--- config.mk ---
export PLATFORM = sky130hd
export DESIGN_NAME = h264_rtp_fu_a_fragmenter
export DESIGN_NICKNAME = d
export VERILOG_FILES = /design/src/hdl/h264fu_pkg.sv /design/src/hdl/h264fu_ctrl.sv /design/src/hdl/h264fu_dp.sv /design/src/hdl/h264_rtp_fu_a_fragmenter.sv
export SDC_FILE = /design/constraint.sdc
export NUM_CORES = 1
export LEC_CHECK = 0
export BUFFER_PORTS_ARGS = -buffer_cell sky130_fd_sc_hd__buf_4
export CAP_MARGIN = 20
export CORE_MARGIN = 2
export CORE_UTILIZATION = 45
export CTS_BUF_LIST = sky130_fd_sc_hd__clkbuf_2
export DETAILED_ROUTE_END_ITERATION = 10
export HOLD_SLACK_MARGIN = 0.05
export PLACE_DENSITY = 0.71
export SLEW_MARGIN = 20
export SYNTH_ARGS = -nofsm -noshare
export SYNTH_HDL_FRONTEND = slang
export SYNTH_SLANG_ARGS = --single-unit
--- constraint.sdc ---
create_clock -name clk -period 4.5 [get_ports clk]
set_clock_uncertainty 0.05 [all_clocks]
set_input_delay 0.225 -clock clk [delete_from_list [all_inputs] [get_ports clk]]
set_output_delay 0.225 -clock clk [all_outputs]
set_load 0.02 [all_outputs]
--- src/hdl/h264fu_pkg.sv ---
package h264fu_pkg;

  localparam int NAL_LEN_W  = 16;
  localparam int MTU_W      = 14;
  localparam int TIME_W     = 32;
  localparam int CFG_IDX_W  = 2;

  localparam logic [CFG_IDX_W-1:0] CFG_USE_DECODE_TIME  = 2'd0;
  localparam logic [CFG_IDX_W-1:0] CFG_MAX_PACKET_BYTES = 2'd1;

  localparam logic [MTU_W-1:0] MTU_RESET   = 14'd1436;
  localparam logic [MTU_W-1:0] MTU_MIN     = 14'd1100;
  localparam logic [MTU_W-1:0] PREFIX_LEN  = 14'd2;
  localparam logic [4:0]       FU_A_TYPE   = 5'd28;

  typedef struct packed {
    logic load;
    logic emit;
  } ctrl_cmd_t;

  typedef struct packed {
    logic last;
  } dp_status_t;

endpackage

--- src/hdl/h264fu_ctrl.sv ---
module h264fu_ctrl
  import h264fu_pkg::*;
(
  input  logic       clk,
  input  logic       rst,
  input  logic       in_valid,
  output logic       in_ready,
  output logic       out_valid,
  input  logic       out_ready,
  input  dp_status_t status,
  output ctrl_cmd_t  cmd
);

  localparam logic S_IDLE = 1'b0;
  localparam logic S_RUN  = 1'b1;

  logic state;
  logic state_next;
  logic out_valid_next;
  logic slot_free;

  assign slot_free = !out_valid || out_ready;
  assign in_ready  = (state == S_IDLE);
  assign cmd.load  = in_valid && in_ready;
  assign cmd.emit  = (state == S_RUN) && slot_free;

  always_comb begin
    state_next = state;
    case (state)
      S_IDLE: begin
        if (cmd.load) state_next = S_RUN;
      end
      S_RUN: begin
        if (cmd.emit && status.last) state_next = S_IDLE;
      end
      default: state_next = S_IDLE;
    endcase
  end

  always_comb begin
    out_valid_next = out_valid;
    if (cmd.emit) begin
      out_valid_next = 1'b1;
    end else if (out_ready) begin
      out_valid_next = 1'b0;
    end
  end

  always_ff @(posedge clk) begin
    if (rst) begin
      state     <= S_IDLE;
      out_valid <= 1'b0;
    end else begin
      state     <= state_next;
      out_valid <= out_valid_next;
    end
  end

endmodule

--- src/hdl/h264fu_dp.sv ---
module h264fu_dp
  import h264fu_pkg::*;
(
  input  logic                 clk,
  input  logic                 rst,
  input  ctrl_cmd_t            cmd,
  output dp_status_t           status,
  input  logic                 cfg_write,
  input  logic [CFG_IDX_W-1:0] cfg_index,
  input  logic [MTU_W-1:0]     cfg_data,
  input  logic [7:0]           nal_header,
  input  logic [NAL_LEN_W-1:0] nal_length,
  input  logic                 last_of_frame,
  input  logic [TIME_W-1:0]    decode_time,
  input  logic [TIME_W-1:0]    composition_offset,
  output logic                 prefix_present,
  output logic [7:0]           fu_indicator,
  output logic [7:0]           fu_header,
  output logic [NAL_LEN_W-1:0] nal_offset,
  output logic [NAL_LEN_W-1:0] nal_bytes,
  output logic [NAL_LEN_W-1:0] packet_bytes,
  output logic                 marker_bit,
  output logic [TIME_W-1:0]    rtp_timestamp,
  output logic                 last_packet
);

  logic                 use_decode_time;
  logic [MTU_W-1:0]     max_packet_bytes;

  logic [7:0]           held_header;
  logic [TIME_W-1:0]    held_timestamp;
  logic                 held_frame_end;
  logic                 fragmenting;
  logic                 first_frag;
  logic [NAL_LEN_W-1:0] read_offset;
  logic [NAL_LEN_W-1:0] bytes_remaining;
  logic [MTU_W-1:0]     chunk;

  logic [MTU_W-1:0]     mtu;
  logic                 frag_in;
  logic                 last_now;
  logic [NAL_LEN_W-1:0] chunk_ext;
  logic [NAL_LEN_W-1:0] nb;

  assign mtu       = (max_packet_bytes < MTU_MIN) ? MTU_MIN : max_packet_bytes;
  assign frag_in   = nal_length > {{(NAL_LEN_W-MTU_W){1'b0}}, mtu};
  assign chunk_ext = {{(NAL_LEN_W-MTU_W){1'b0}}, chunk};
  assign last_now  = !fragmenting || (bytes_remaining <= chunk_ext);
  assign nb        = last_now ? bytes_remaining : chunk_ext;
  assign status.last = last_now;

  always_ff @(posedge clk) begin
    if (rst) begin
      use_decode_time  <= 1'b0;
      max_packet_bytes <= MTU_RESET;
    end else if (cfg_write) begin
      case (cfg_index)
        CFG_USE_DECODE_TIME:  use_decode_time  <= cfg_data[0];
        CFG_MAX_PACKET_BYTES: max_packet_bytes <= cfg_data;
        default: ;
      endcase
    end
  end

  always_ff @(posedge clk) begin
    if (rst) begin
      fragmenting     <= 1'b0;
      first_frag      <= 1'b0;
      read_offset     <= '0;
      bytes_remaining <= '0;
    end else if (cmd.load) begin
      fragmenting     <= frag_in;
      first_frag      <= 1'b1;
      read_offset     <= frag_in ? NAL_LEN_W'(1) : '0;
      bytes_remaining <= frag_in ? nal_length - NAL_LEN_W'(1) : nal_length;
    end else if (cmd.emit) begin
      first_frag      <= 1'b0;
      read_offset     <= read_offset + chunk_ext;
      bytes_remaining <= bytes_remaining - chunk_ext;
    end
  end

  always_ff @(posedge clk) begin
    if (cmd.load) begin
      held_header    <= nal_header;
      held_frame_end <= last_of_frame;
      held_timestamp <= use_decode_time ? decode_time : decode_time + composition_offset;
      chunk          <= mtu - PREFIX_LEN;
    end
  end

  always_ff @(posedge clk) begin
    if (cmd.emit) begin
      prefix_present <= fragmenting;
      fu_indicator   <= fragmenting ? {held_header[7:5], FU_A_TYPE} : 8'd0;
      fu_header      <= fragmenting ? {first_frag, last_now, 1'b0, held_header[4:0]} : 8'd0;
      nal_offset     <= read_offset;
      nal_bytes      <= nb;
      packet_bytes   <= nb + (fragmenting ? {{(NAL_LEN_W-MTU_W){1'b0}}, PREFIX_LEN} : '0);
      marker_bit     <= last_now && held_frame_end;
      rtp_timestamp  <= held_timestamp;
      last_packet    <= last_now;
    end
  end

endmodule

--- src/hdl/h264_rtp_fu_a_fragmenter.sv ---
// channel  direction  handshake              payload
// in       input      in_valid / in_ready    nal_header, nal_length, last_of_frame, times
// out      output     out_valid / out_ready  one packet descriptor per item
// cfg      input      cfg_valid / cfg_ready  cfg_index, cfg_data
//
// A NAL unit is taken while the controller is idle, then its n descriptors (n = 1
// unfragmented, at most 60 fragments) leave one per cycle from the output register. The
// fragment loop of the controller emits them; the next NAL unit is taken once the last
// descriptor is registered. A stalled output holds the loop.
// Synchronous reset idles the controller and sets the packet limit to 1436 bytes.
module h264_rtp_fu_a_fragmenter
  import h264fu_pkg::*;
(
  input  logic                 clk,
  input  logic                 rst,
  input  logic                 in_valid,
  output logic                 in_ready,
  input  logic [7:0]           nal_header,
  input  logic [NAL_LEN_W-1:0] nal_length,
  input  logic                 last_of_frame,
  input  logic [TIME_W-1:0]    decode_time,
  input  logic [TIME_W-1:0]    composition_offset,
  output logic                 out_valid,
  input  logic                 out_ready,
  output logic                 prefix_present,
  output logic [7:0]           fu_indicator,
  output logic [7:0]           fu_header,
  output logic [NAL_LEN_W-1:0] nal_offset,
  output logic [NAL_LEN_W-1:0] nal_bytes,
  output logic [NAL_LEN_W-1:0] packet_bytes,
  output logic                 marker_bit,
  output logic [TIME_W-1:0]    rtp_timestamp,
  output logic                 last_packet,
  input  logic                 cfg_valid,
  output logic                 cfg_ready,
  input  logic [CFG_IDX_W-1:0] cfg_index,
  input  logic [MTU_W-1:0]     cfg_data
);

  ctrl_cmd_t  cmd;
  dp_status_t status;

  assign cfg_ready = 1'b1;

  h264fu_ctrl u_ctrl (
    .clk       (clk),
    .rst       (rst),
    .in_valid  (in_valid),
    .in_ready  (in_ready),
    .out_valid (out_valid),
    .out_ready (out_ready),
    .status    (status),
    .cmd       (cmd)
  );

  h264fu_dp u_dp (
    .clk                (clk),
    .rst                (rst),
    .cmd                (cmd),
    .status             (status),
    .cfg_write          (cfg_valid && cfg_ready),
    .cfg_index          (cfg_index),
    .cfg_data           (cfg_data),
    .nal_header         (nal_header),
    .nal_length         (nal_length),
    .last_of_frame      (last_of_frame),
    .decode_time        (decode_time),
    .composition_offset (composition_offset),
    .prefix_present     (prefix_present),
    .fu_indicator       (fu_indicator),
    .fu_header          (fu_header),
    .nal_offset         (nal_offset),
    .nal_bytes          (nal_bytes),
    .packet_bytes       (packet_bytes),
    .marker_bit         (marker_bit),
    .rtp_timestamp      (rtp_timestamp),
    .last_packet        (last_packet)
  );

  a_busy_after_accept: assert property (@(posedge clk) disable iff (rst)
    in_valid && in_ready |=> !in_ready)
    else $error("item accepted while previous NAL unit still in progress");

  a_unprefixed_is_last: assert property (@(posedge clk) disable iff (rst)
    out_valid && !prefix_present |-> last_packet)
    else $error("unfragmented packet not flagged last");

  a_marker_only_last: assert property (@(posedge clk) disable iff (rst)
    out_valid && marker_bit |-> last_packet)
    else $error("marker on a non-final packet");

  a_end_bit_on_last: assert property (@(posedge clk) disable iff (rst)
    out_valid && prefix_present |-> (fu_header[6] == last_packet))
    else $error("FU-A end bit disagrees with last packet flag");

endmodule

; Word level (Yosys, flattened, before mapping)
; Cells that the tools add are included.
[word_totals]
ff_bits = 205
elab_cells = 65
[classes]
add_sub_neg = 6
magnitude_cmp = 3
n_eq_ne = 1
muxes = 18
n_bitwise = 1
n_reduce_logical = 13
[op_table]
columns = op, n
row1 = 16-bit two-way mux, 6
row2 = 32-bit adder, 1
row3 = 32-bit two-way mux, 1
row4 = 16-bit by 14-bit adder with 16-bit output, 1
row5 = 16-bit adder, 1
row6 = 16-bit by 14-bit > comparator with 1-bit output, 1
row7 = 16-bit by 14-bit <= comparator with 1-bit output, 1
row8 = 16-bit by 1-bit subtractor with 16-bit output (second input constant), 1
row9 = 16-bit by 14-bit subtractor with 16-bit output, 1
row10 = 14-bit by 11-bit less-than comparator with 1-bit output (second input constant), 1
row11 = 14-bit two-way mux, 1
row12 = 14-bit by 2-bit subtractor with 14-bit output (second input constant), 1
row13 = 1-bit two-way mux, 7
row14 = 5-bit two-way mux, 1
row15 = 1-bit logical AND, 4
row16 = 2-bit AND reduction, 2
row17 = 2-bit nonzero test, 2
row18 = 2-bit by 1-bit == test with 1-bit output (second input constant), 1
row19 = 1-bit logical NOT, 2
row20 = 2-bit logical NOT, 1
row21 = 1-bit logical OR, 2
row22 = 2-bit two-way mux, 1
row23 = 1-bit case mux with 2 select lines, 1
row24 = 1-bit NOT, 1

; Longest topological paths before layout
; Gate-level depths: netlist of run 1.
[depth]
word_depth = 6
ltp_mapped = 20
mapped_depth_nobuf = 18

; Cells and area by module
; From an unflattened synthesis of run 1, not the netlist that was laid out.
[hier_totals]
cells_unflattened = 1098
area_unflattened_um2 = 11318.4
[by_module_without_submodules]
columns = mod, n_inst, cells_per_inst, area_each_um2
row1 = h264fu_dp, 1, 1086, 11209.5
row2 = h264fu_ctrl, 1, 10, 97.6
row3 = h264_rtp_fu_a_fragmenter, 1, 2, 11.3

; Least setup slack after synthesis of run 1
; Ideal clock, no wire load.
[synth_timing]
path_kind = register to register
from = register u_ctrl.out_valid
to = register u_dp.bytes_remaining[11]
setup_time_ns = 0.300
arrival_ns = 3.825
slack_ns = 0.325
stages_incl_launch_ff = 7
path_cell_list = dfxtp_1 nand2b_1 nand2_1 inv_1 clkbuf_1 buf_1 a221oi_1
[synth_lines]
columns = item, line
row1 = start: declaration, h264fu_ctrl.sv:8  ; output logic out_valid,
row2 = start signal: assignment, h264fu_ctrl.sv:55  ; out_valid <= out_valid_next;
row3 = end signal: assignment, h264fu_dp.sv:75  ; bytes_remaining <= frag_in ? nal_length - NAL_LEN_W'(1) : nal_length;
row4 = end signal: assignment, h264fu_dp.sv:79  ; bytes_remaining <= bytes_remaining - chunk_ext;
row5 = end: declaration, h264fu_dp.sv:36  ; logic [NAL_LEN_W-1:0] bytes_remaining;

; Worst setup path in the final report of run 1
[layout_timing]
from = register u_dp.max_packet_bytes[5]
to = register u_dp.bytes_remaining[10]
[layout_via]
elab_chain_len = 5
[layout_lines]
columns = item, line
row1 = start: declaration, h264fu_dp.sv:28  ; logic [MTU_W-1:0] max_packet_bytes;
row2 = start signal: assignment, h264fu_dp.sv:59  ; CFG_MAX_PACKET_BYTES: max_packet_bytes <= cfg_data;
row3 = 14-bit by 11-bit less-than comparator with 1-bit output, h264fu_dp.sv:45  ; assign mtu = (max_packet_bytes < MTU_MIN) ? MTU_MIN : max_packet_bytes;
row4 = 14-bit two-way mux (*), h264fu_dp.sv:45
row5 = 16-bit by 14-bit > comparator with 1-bit output (*), h264fu_dp.sv:46  ; assign frag_in = nal_length > {{(NAL_LEN_W-MTU_W){1'b0}}, mtu};
row6 = 16-bit two-way mux (*), h264fu_dp.sv:75
row7 = 16-bit two-way mux (*), h264fu_dp.sv:71  ; end else if (cmd.load) begin
; Every way passes the cells marked *; elsewhere a longest branch is shown, timed or not.
; A chain may end at the register's enable or synchronous reset.

==> flow_summary.json, run 1 <==
{
  "cp_data_required_time_ps": 5150,
  "totalPowerFinal_mw": 4.33,
  "ir_drop_mv": 0.164,
  "core_mm2": 0.0242,
  "slowest_delay_ps": 570,
  "arrival_ps": 4960,
  "yosys_register_bits": 198,
  "grt_pass1_vias": 8950,
  "cts.sinks": 198,
  "tightest_slew_ps": 780,
  "die-area_mm2": 0.0258,
  "fin_ws_ps": 191,
  "synth_area_per_cell_um2": 10.2,
  "end_kind": "flip-flop",
  "crit_chain": "nor2_1, a21boi_0, o41ai_1, nand2_1, buf_4, nand2_1, ha_1, nor2b_1, o21a_1, o21a_1, o21bai_1, a21oi_1, o21ai_4, buf_4, nor4b_2, xnor2_1, dlygate4sd3_1, a2111oi_1",
  "clock.fmax_mhz": 232,
  "place_congestion": 0.931,
  "yosys_warnings": 0,
  "place_area_mm2": 0.0129,
  "fin_crit_ps": 4310,
  "yosysSeqAreaShare_pct": 49.2,
  "clock_latency_ps": 800,
  "root_buffer": "clkbuf_2",
  "p_leak_nw": 5.97,
  "drc": 0,
  "path_max_fanout": 10,
  "cts_max_path_buffers": 2,
  "hpwl_um": 20400,
  "hold_viol": 0,
  "synth_most_common_cell": "edfxtp_1",
  "dp.cells": 1582,
  "ant_nets": 0,
  "die_w_um": 161,
  "grt_pass1_wl_um": 44800,
  "worstSetupPathType": "reg -> reg",
  "antenna_found_initial": 1,
  "setup_viol": 0,
  "track_usage_pct": 21.9,
  "synth_flop_cell": "edfxtp_1",
  "pre_cts_slack_ps": 337,
  "cp-start-kind": "flip-flop",
  "yosysTopAreaCell": "edfxtp_1",
  "syn_to_final_growth_pct": 33.3,
  "nets": 1622,
  "drt-initial-drc-count": 566,
  "slew_violations": 0,
  "crit_path_top_delay_cell": "dlygate4sd3_1",
  "dr.pass1.iters": 5,
  "worstHoldPathType": "in -> reg",
  "stdcell_area_mm2": 0.0147,
  "start_util_pct": 45.6,
  "syn_area_mm2": 0.0111,
  "grt_max_degree": 64,
  "hold_slack_ps": 144,
  "stdcell_count": 1770,
  "cap_violations": 0,
  "yosys-top-cells-count": "edfxtp_1, nand2_1, nor2_1",
  "wl_um": 28500,
  "drive_gt1_share_pct": 18.3,
  "htree_levels": 4,
  "synth_area_leaders": "edfxtp_1, dfxtp_1, ha_1",
  "clk_pin_slew_ps": 320,
  "post-route-period-util_pct": 95.8,
  "overflow": 0,
  "syn-instance-count": 1082,
  "cts_made_buffers": 17,
  "die-height_um": 161,
  "status": "complete, no violations",
  "slew_headroom_pct": 48.0,
  "yosysUniqueCellTypes": 64,
  "p_per_area_mw_per_mm2": 294,
  "wire_per_inst_um": 16.1,
  "io-pin-count": 212,
  "synthArstFlopShare_pct": 0,
  "rows": 57,
  "drt-vias-per-instance": 5.27,
  "portBuffers": 207,
  "synth_top_area_share_pct": 39.9,
  "synth_edf_count": 147,
  "cts_tree": "yes",
  "vias": 9329
}
-- flip-flops by register name, indices dropped and copies added, names as in the netlist, 4 cells and up --
name                   cells
u_dp.rtp_timestamp        32
u_dp.nal_bytes            15
u_dp.nal_offset           16
u_dp.max_packet_bytes     14
u_dp.bytes_remaining      16
u_dp.held_header           8
u_dp.fu_indicator          4
u_dp.fu_header             7
u_dp.read_offset          16
u_dp.packet_bytes         16
u_dp.chunk                14
u_dp.held_timestamp       32
-- path summary, 6_finish.rpt --
check                           start                        to  slack (ps)  depth (start not counted)
max          u_dp.max_packet_bytes[5]  u_dp.bytes_remaining[10]         190                         18
min                     nal_header[6]       u_dp.held_header[6]         140                          2
max reg2reg  u_dp.max_packet_bytes[5]  u_dp.bytes_remaining[10]         190                         18
min reg2reg    u_dp.held_timestamp[5]     u_dp.rtp_timestamp[5]         400                          0
-- critical path, delay by kind of cell (launching register included) --
kind / cells / cell delay, ps
DFF: 1 / 410
adders and majority gates: 1 / 270
and+or+nand+nor: 5 / 650
buffers and inverters: 3 / 990
xor gates and xnor gates: 1 / 110
AOI/OAI and AO/OA: 8 / 1760
-- where the power goes --
group	internal [mW]	switching (mW)	leakage (nW)
sequential	2.15	0.0765	1.81
combinational	0.566	0.611	4.00
clock	0.277	0.651	0.156
-- cells by family (layout without fill, tap and decap cells) --
family / Yosys count / in the layout / synth area share [%]
multiplexers: 12 / 12 / 1.14
XOR/XNOR: 80 / 80 / 6.34
AND/OR/NAND/NOR: 367 / 367 / 15.9
flip-flops: 198 / 198 / 49.2
buffers and inverters: 90 / 451 / 3.43
adder cells (fa/ha/maj): 80 / 80 / 9.26
AO/OA/AOI/OAI: 253 / 253 / 14.6
other: 2 / 5 / 0.0680
-- per-stage QoR --
step / utilization [%] / setup TNS (ps)
finish: 60.8 / 0
global route: 60.8 / -128
CTS: 60.6 / 0
detailed placement: 53.2 / 0
global placement: 53.2 / 0
floorplan: - / 0
-- placed cells by master (no fill, tap or decap), types with 5 or more instances in the layout --
cell type / n
buf_4: 217
dlygate4sd3_1: 154
edfxtp_1: 147
nand2_1: 118
nor2_1: 86
ha_1: 77
a21oi_1: 75
o21ai_0: 57
dfxtp_1: 50
xnor2_1: 48
inv_1: 45
nand3_1: 33
xor2_1: 32
nor3_1: 28
a21o_1: 19
clkbuf_2: 18
and2_1: 17
nor2b_1: 15
a211oi_1: 14
a31oi_1: 13
or3_1: 12
nand2b_1: 11
nand4_1: 11
o21a_1: 10
o31ai_1: 9
o21bai_1: 9
nand3b_1: 9
mux2i_1: 7
a221oi_1: 6
nor4b_1: 6
o41ai_1: 5
mux2_2: 5
o211ai_1: 5
-- area by class of cell --
class,count,area (um2)
diodes,1,2.50
clock buffers,18,90.1
clock inverters,14,169
fillers,2053,9520
inverters,47,180
multi-input cells,796,5260
flip-flops and latches,198,5440
well taps,324,405
repair buffers,372,3190
-- timing repair --
| item | CTS | global route |
|---|---|---|
| hold endpoints to repair | 92 | 2 |
| hold buffers | 152 | 2 |
| resized for setup | 0 | 3 |
| setup endpoints to repair | 0 | 11 |
| setup buffers | 0 | 1 |
-- layer usage --
| layer | part of all wire [%] | global-route usage, % | up-vias |
|---|---|---|---|
| met5 | 0 | 0 | - |
| met4 | 3.3 | 8.36 | 0 |
| met3 | 7.2 | 6.53 | 62 |
| met2 | 48 | 37.4 | 308 |
| met1 | 42 | 26.1 | 4322 |
| li1 | - | - | 4637 |
Power figures use the tool's default switching activity.
==> run 2: changes to the inputs <==
SYNTH_HIERARCHICAL = 1   (was not set)
==> run 2 against run 1 <==
Hold slack better by 150 ps. Synthesized cell count increased by 1.5%. Die area increased by 2.4%. Sequential share of layout area shrank 0.86 points. Combinational power up 11%.
==> flow_summary.json, run 2 <==
{
  "status": "complete, no violations",
  "synth_area_per_cell_um2": 10.3,
  "drt-initial-drc-count": 544,
  "syn-instance-count": 1098,
  "hold_viol": 0,
  "vias": 9808,
  "stdcell_count": 1798,
  "worstHoldPathType": "in -> reg",
  "arrival_ps": 4990,
  "synthArstFlopShare_pct": 0,
  "setup_viol": 0,
  "r2r_start": "u_dp/max_packet_bytes[7]",
  "synth_top_area_share_pct": 39.0,
  "top_regs": "u_dp/held_timestamp x32, u_dp/rtp_timestamp x32",
  "cap_violations": 0,
  "worstSetupPathType": "reg -> reg",
  "cts_max_path_buffers": 2,
  "synth_area_leaders": "edfxtp_1, dfxtp_1, ha_1",
  "cp-start-kind": "flip-flop",
  "hpwl_um": 22700,
  "totalPowerFinal_mw": 4.51,
  "grt_max_degree": 68,
  "crit_buf_inv": 3,
  "die_w_um": 163,
  "fill_cells": 2140,
  "fin_ws_ps": 195,
  "dr.pass1.iters": 5,
  "nets": 1643,
  "synth_flop_cell": "edfxtp_1",
  "whs_endpoint": "u_dp/held_timestamp[0]",
  "clk_pin_slew_ps": 340,
  "dp.cells": 1600,
  "hold_slack_ps": 290,
  "end_kind": "flip-flop",
  "synth_top_family_by_area": "simple AND/OR/NAND/NOR gates",
  "ant_nets": 0,
  "grt_pass1_wl_um": 48600,
  "slew_violations": 0,
  "grt_pass1_vias": 9663,
  "core_mm2": 0.0250,
  "synthSimpleGateAreaFrac_pct": 15.9,
  "crit_family": "buffers and inverters",
  "cts_tree": "yes",
  "crit_path_top_delay_cell": "dlygate4sd3_1",
  "hold_depth": 4,
  "yosys-top-cells-count": "edfxtp_1, nand2_1, ha_1",
  "fin_util_pct": 60.4,
  "yosys_register_bits": 198,
  "clock_latency_ps": 820,
  "multi_input_area_mm2": 0.00552,
  "fin_crit_ps": 4300,
  "yosysTopAreaCell": "edfxtp_1",
  "final.setup.tns_ps": 0,
  "pre_cts_slack_ps": 415,
  "place_area_mm2": 0.0131,
  "tightest_slew_ps": 893,
  "p_leak_nw": 6.04,
  "slew_headroom_pct": 38.9,
  "clock.fmax_mhz": 232,
  "r2r_slack_ps": 200,
  "p_per_area_mw_per_mm2": 299,
  "r2r-end": "u_dp/bytes_remaining[15]",
  "synth_xor_area_share_pct": 5.80,
  "rows": 58,
  "io-pin-count": 212,
  "htree_levels": 4,
  "stdcell_area_mm2": 0.0151,
  "drive_gt1_share_pct": 19.4,
  "root_buffer": "clkbuf_2",
  "synth_most_common_cell": "edfxtp_1",
  "wire_per_inst_um": 17.2,
  "antenna_found_initial": 2,
  "start_util_pct": 45.3,
  "syn_area_mm2": 0.0113,
  "synthMuxAreaShare_pct": 1.79,
  "yosys_warnings": 6,
  "min_from": "composition_offset[0]",
  "portBuffers": 207,
  "ir_drop_mv": 0.166,
  "path_max_fanout": 6,
  "track_usage_pct": 23.4,
  "synth_edf_count": 147,
  "crit_chain": "or3_1, a21oi_1, o21ai_2, buf_4, nand2_1, ha_1, nor2b_1, o211ai_1, a21boi_2, nor4bb_2, nor4_2, xor2_1, dlygate4sd3_1, nand2_1, dlygate4sd3_1, o211ai_1",
  "final_cell_mix": "buf_4, dlygate4sd3_1, edfxtp_1, nand2_1, ha_1",
  "die-height_um": 163,
  "drt-vias-per-instance": 5.45,
  "cts.sinks": 198,
  "syn_to_final_growth_pct": 33.3,
  "seq_area_mm2": 0.00544,
  "place_congestion": 0.916,
  "yosysUniqueCellTypes": 81,
  "synth_compound_gate_area_share_pct": 15.9,
  "yosysSeqAreaShare_pct": 48.0,
  "drc": 0,
  "cp_data_required_time_ps": 5180,
  "slowest_delay_ps": 580,
  "die-area_mm2": 0.0264,
  "overflow": 0,
  "post-route-period-util_pct": 95.7,
  "wl_um": 30900,
  "cts_made_buffers": 17,
  "layout_commonest_cell": "buf_4",
  "synthAdderAreaFrac_pct": 9.04,
  "ff2ff_path_depth": 16
}
[run 2: repair_timing]
item | in CTS | in global routing
setup endpoints to repair | 0 | 9
setup buffers | 0 | 2
hold buffers | 161 | 1
gates resized for setup | 0 | 7
hold endpoints to repair | 106 | 1
[run 2: area by class of cell]
type | instances | share of cell area (%)
multi-input combinational | 810 | 36.6
sequential | 198 | 36.0
timing repair buffer | 380 | 21.6
tap | 330 | 2.74
clock inverter | 15 | 1.27
inverter | 46 | 1.14
clock buffer | 17 | 0.564
antenna | 2 | 0.0332
[run 2: worst max-delay path by stage]
stage	start	end	slack (ps)	depth (start not counted)
final	u_dp/max_packet_bytes[7]	u_dp/bytes_remaining[15]	200	16
after global routing	u_dp/max_packet_bytes[7]	u_dp/bytes_remaining[15]	-20	16
after CTS	u_dp/max_packet_bytes[7]	u_dp/bytes_remaining[7]	30	14
after detailed placement	u_dp/chunk[10]	u_dp/packet_bytes[14]	420	13
after global placement	u_dp/chunk[9]	u_dp/packet_bytes[14]	520	13
after floorplan	u_dp/chunk[0]	u_dp/packet_bytes[14]	580	16
[run 2: kinds of logic (layout without fill, tap and decap cells)]
family / count (synthesis) / count (layout)
AND/OR/NAND/NOR: 351 / 351
AO/OA/AOI/OAI: 281 / 281
flip-flops: 198 / 198
buffers and inverters: 92 / 458
adder cells (fa/ha/maj): 80 / 80
XOR/XNOR: 75 / 75
multiplexers: 19 / 19
other: 2 / 6
[run 2: report_power, final]
group | total, mW | switching [mW] | internal [mW]
sequential | 2.26 | 0.0837 | 2.17
clock | 0.938 | 0.727 | 0.211
combinational | 1.31 | 0.699 | 0.616
[run 2: per-layer routing]
layer | vias to the layer above | track usage [%] | routed length [um]
met1 | 4663 | 28.0 | 12500
met3 | 46 | 6.72 | 2490
li1 | 4763 | - | -
met5 | - | 0 | 0
met2 | 336 | 40.4 | 15000
met4 | 0 | 7.84 | 837
[run 2: worst min-delay path, delay by kind of cell]
family / cells / cell delay (ps)
fa+ha+maj: 1 / 100
buf+inv: 2 / 620
mux: 1 / 130
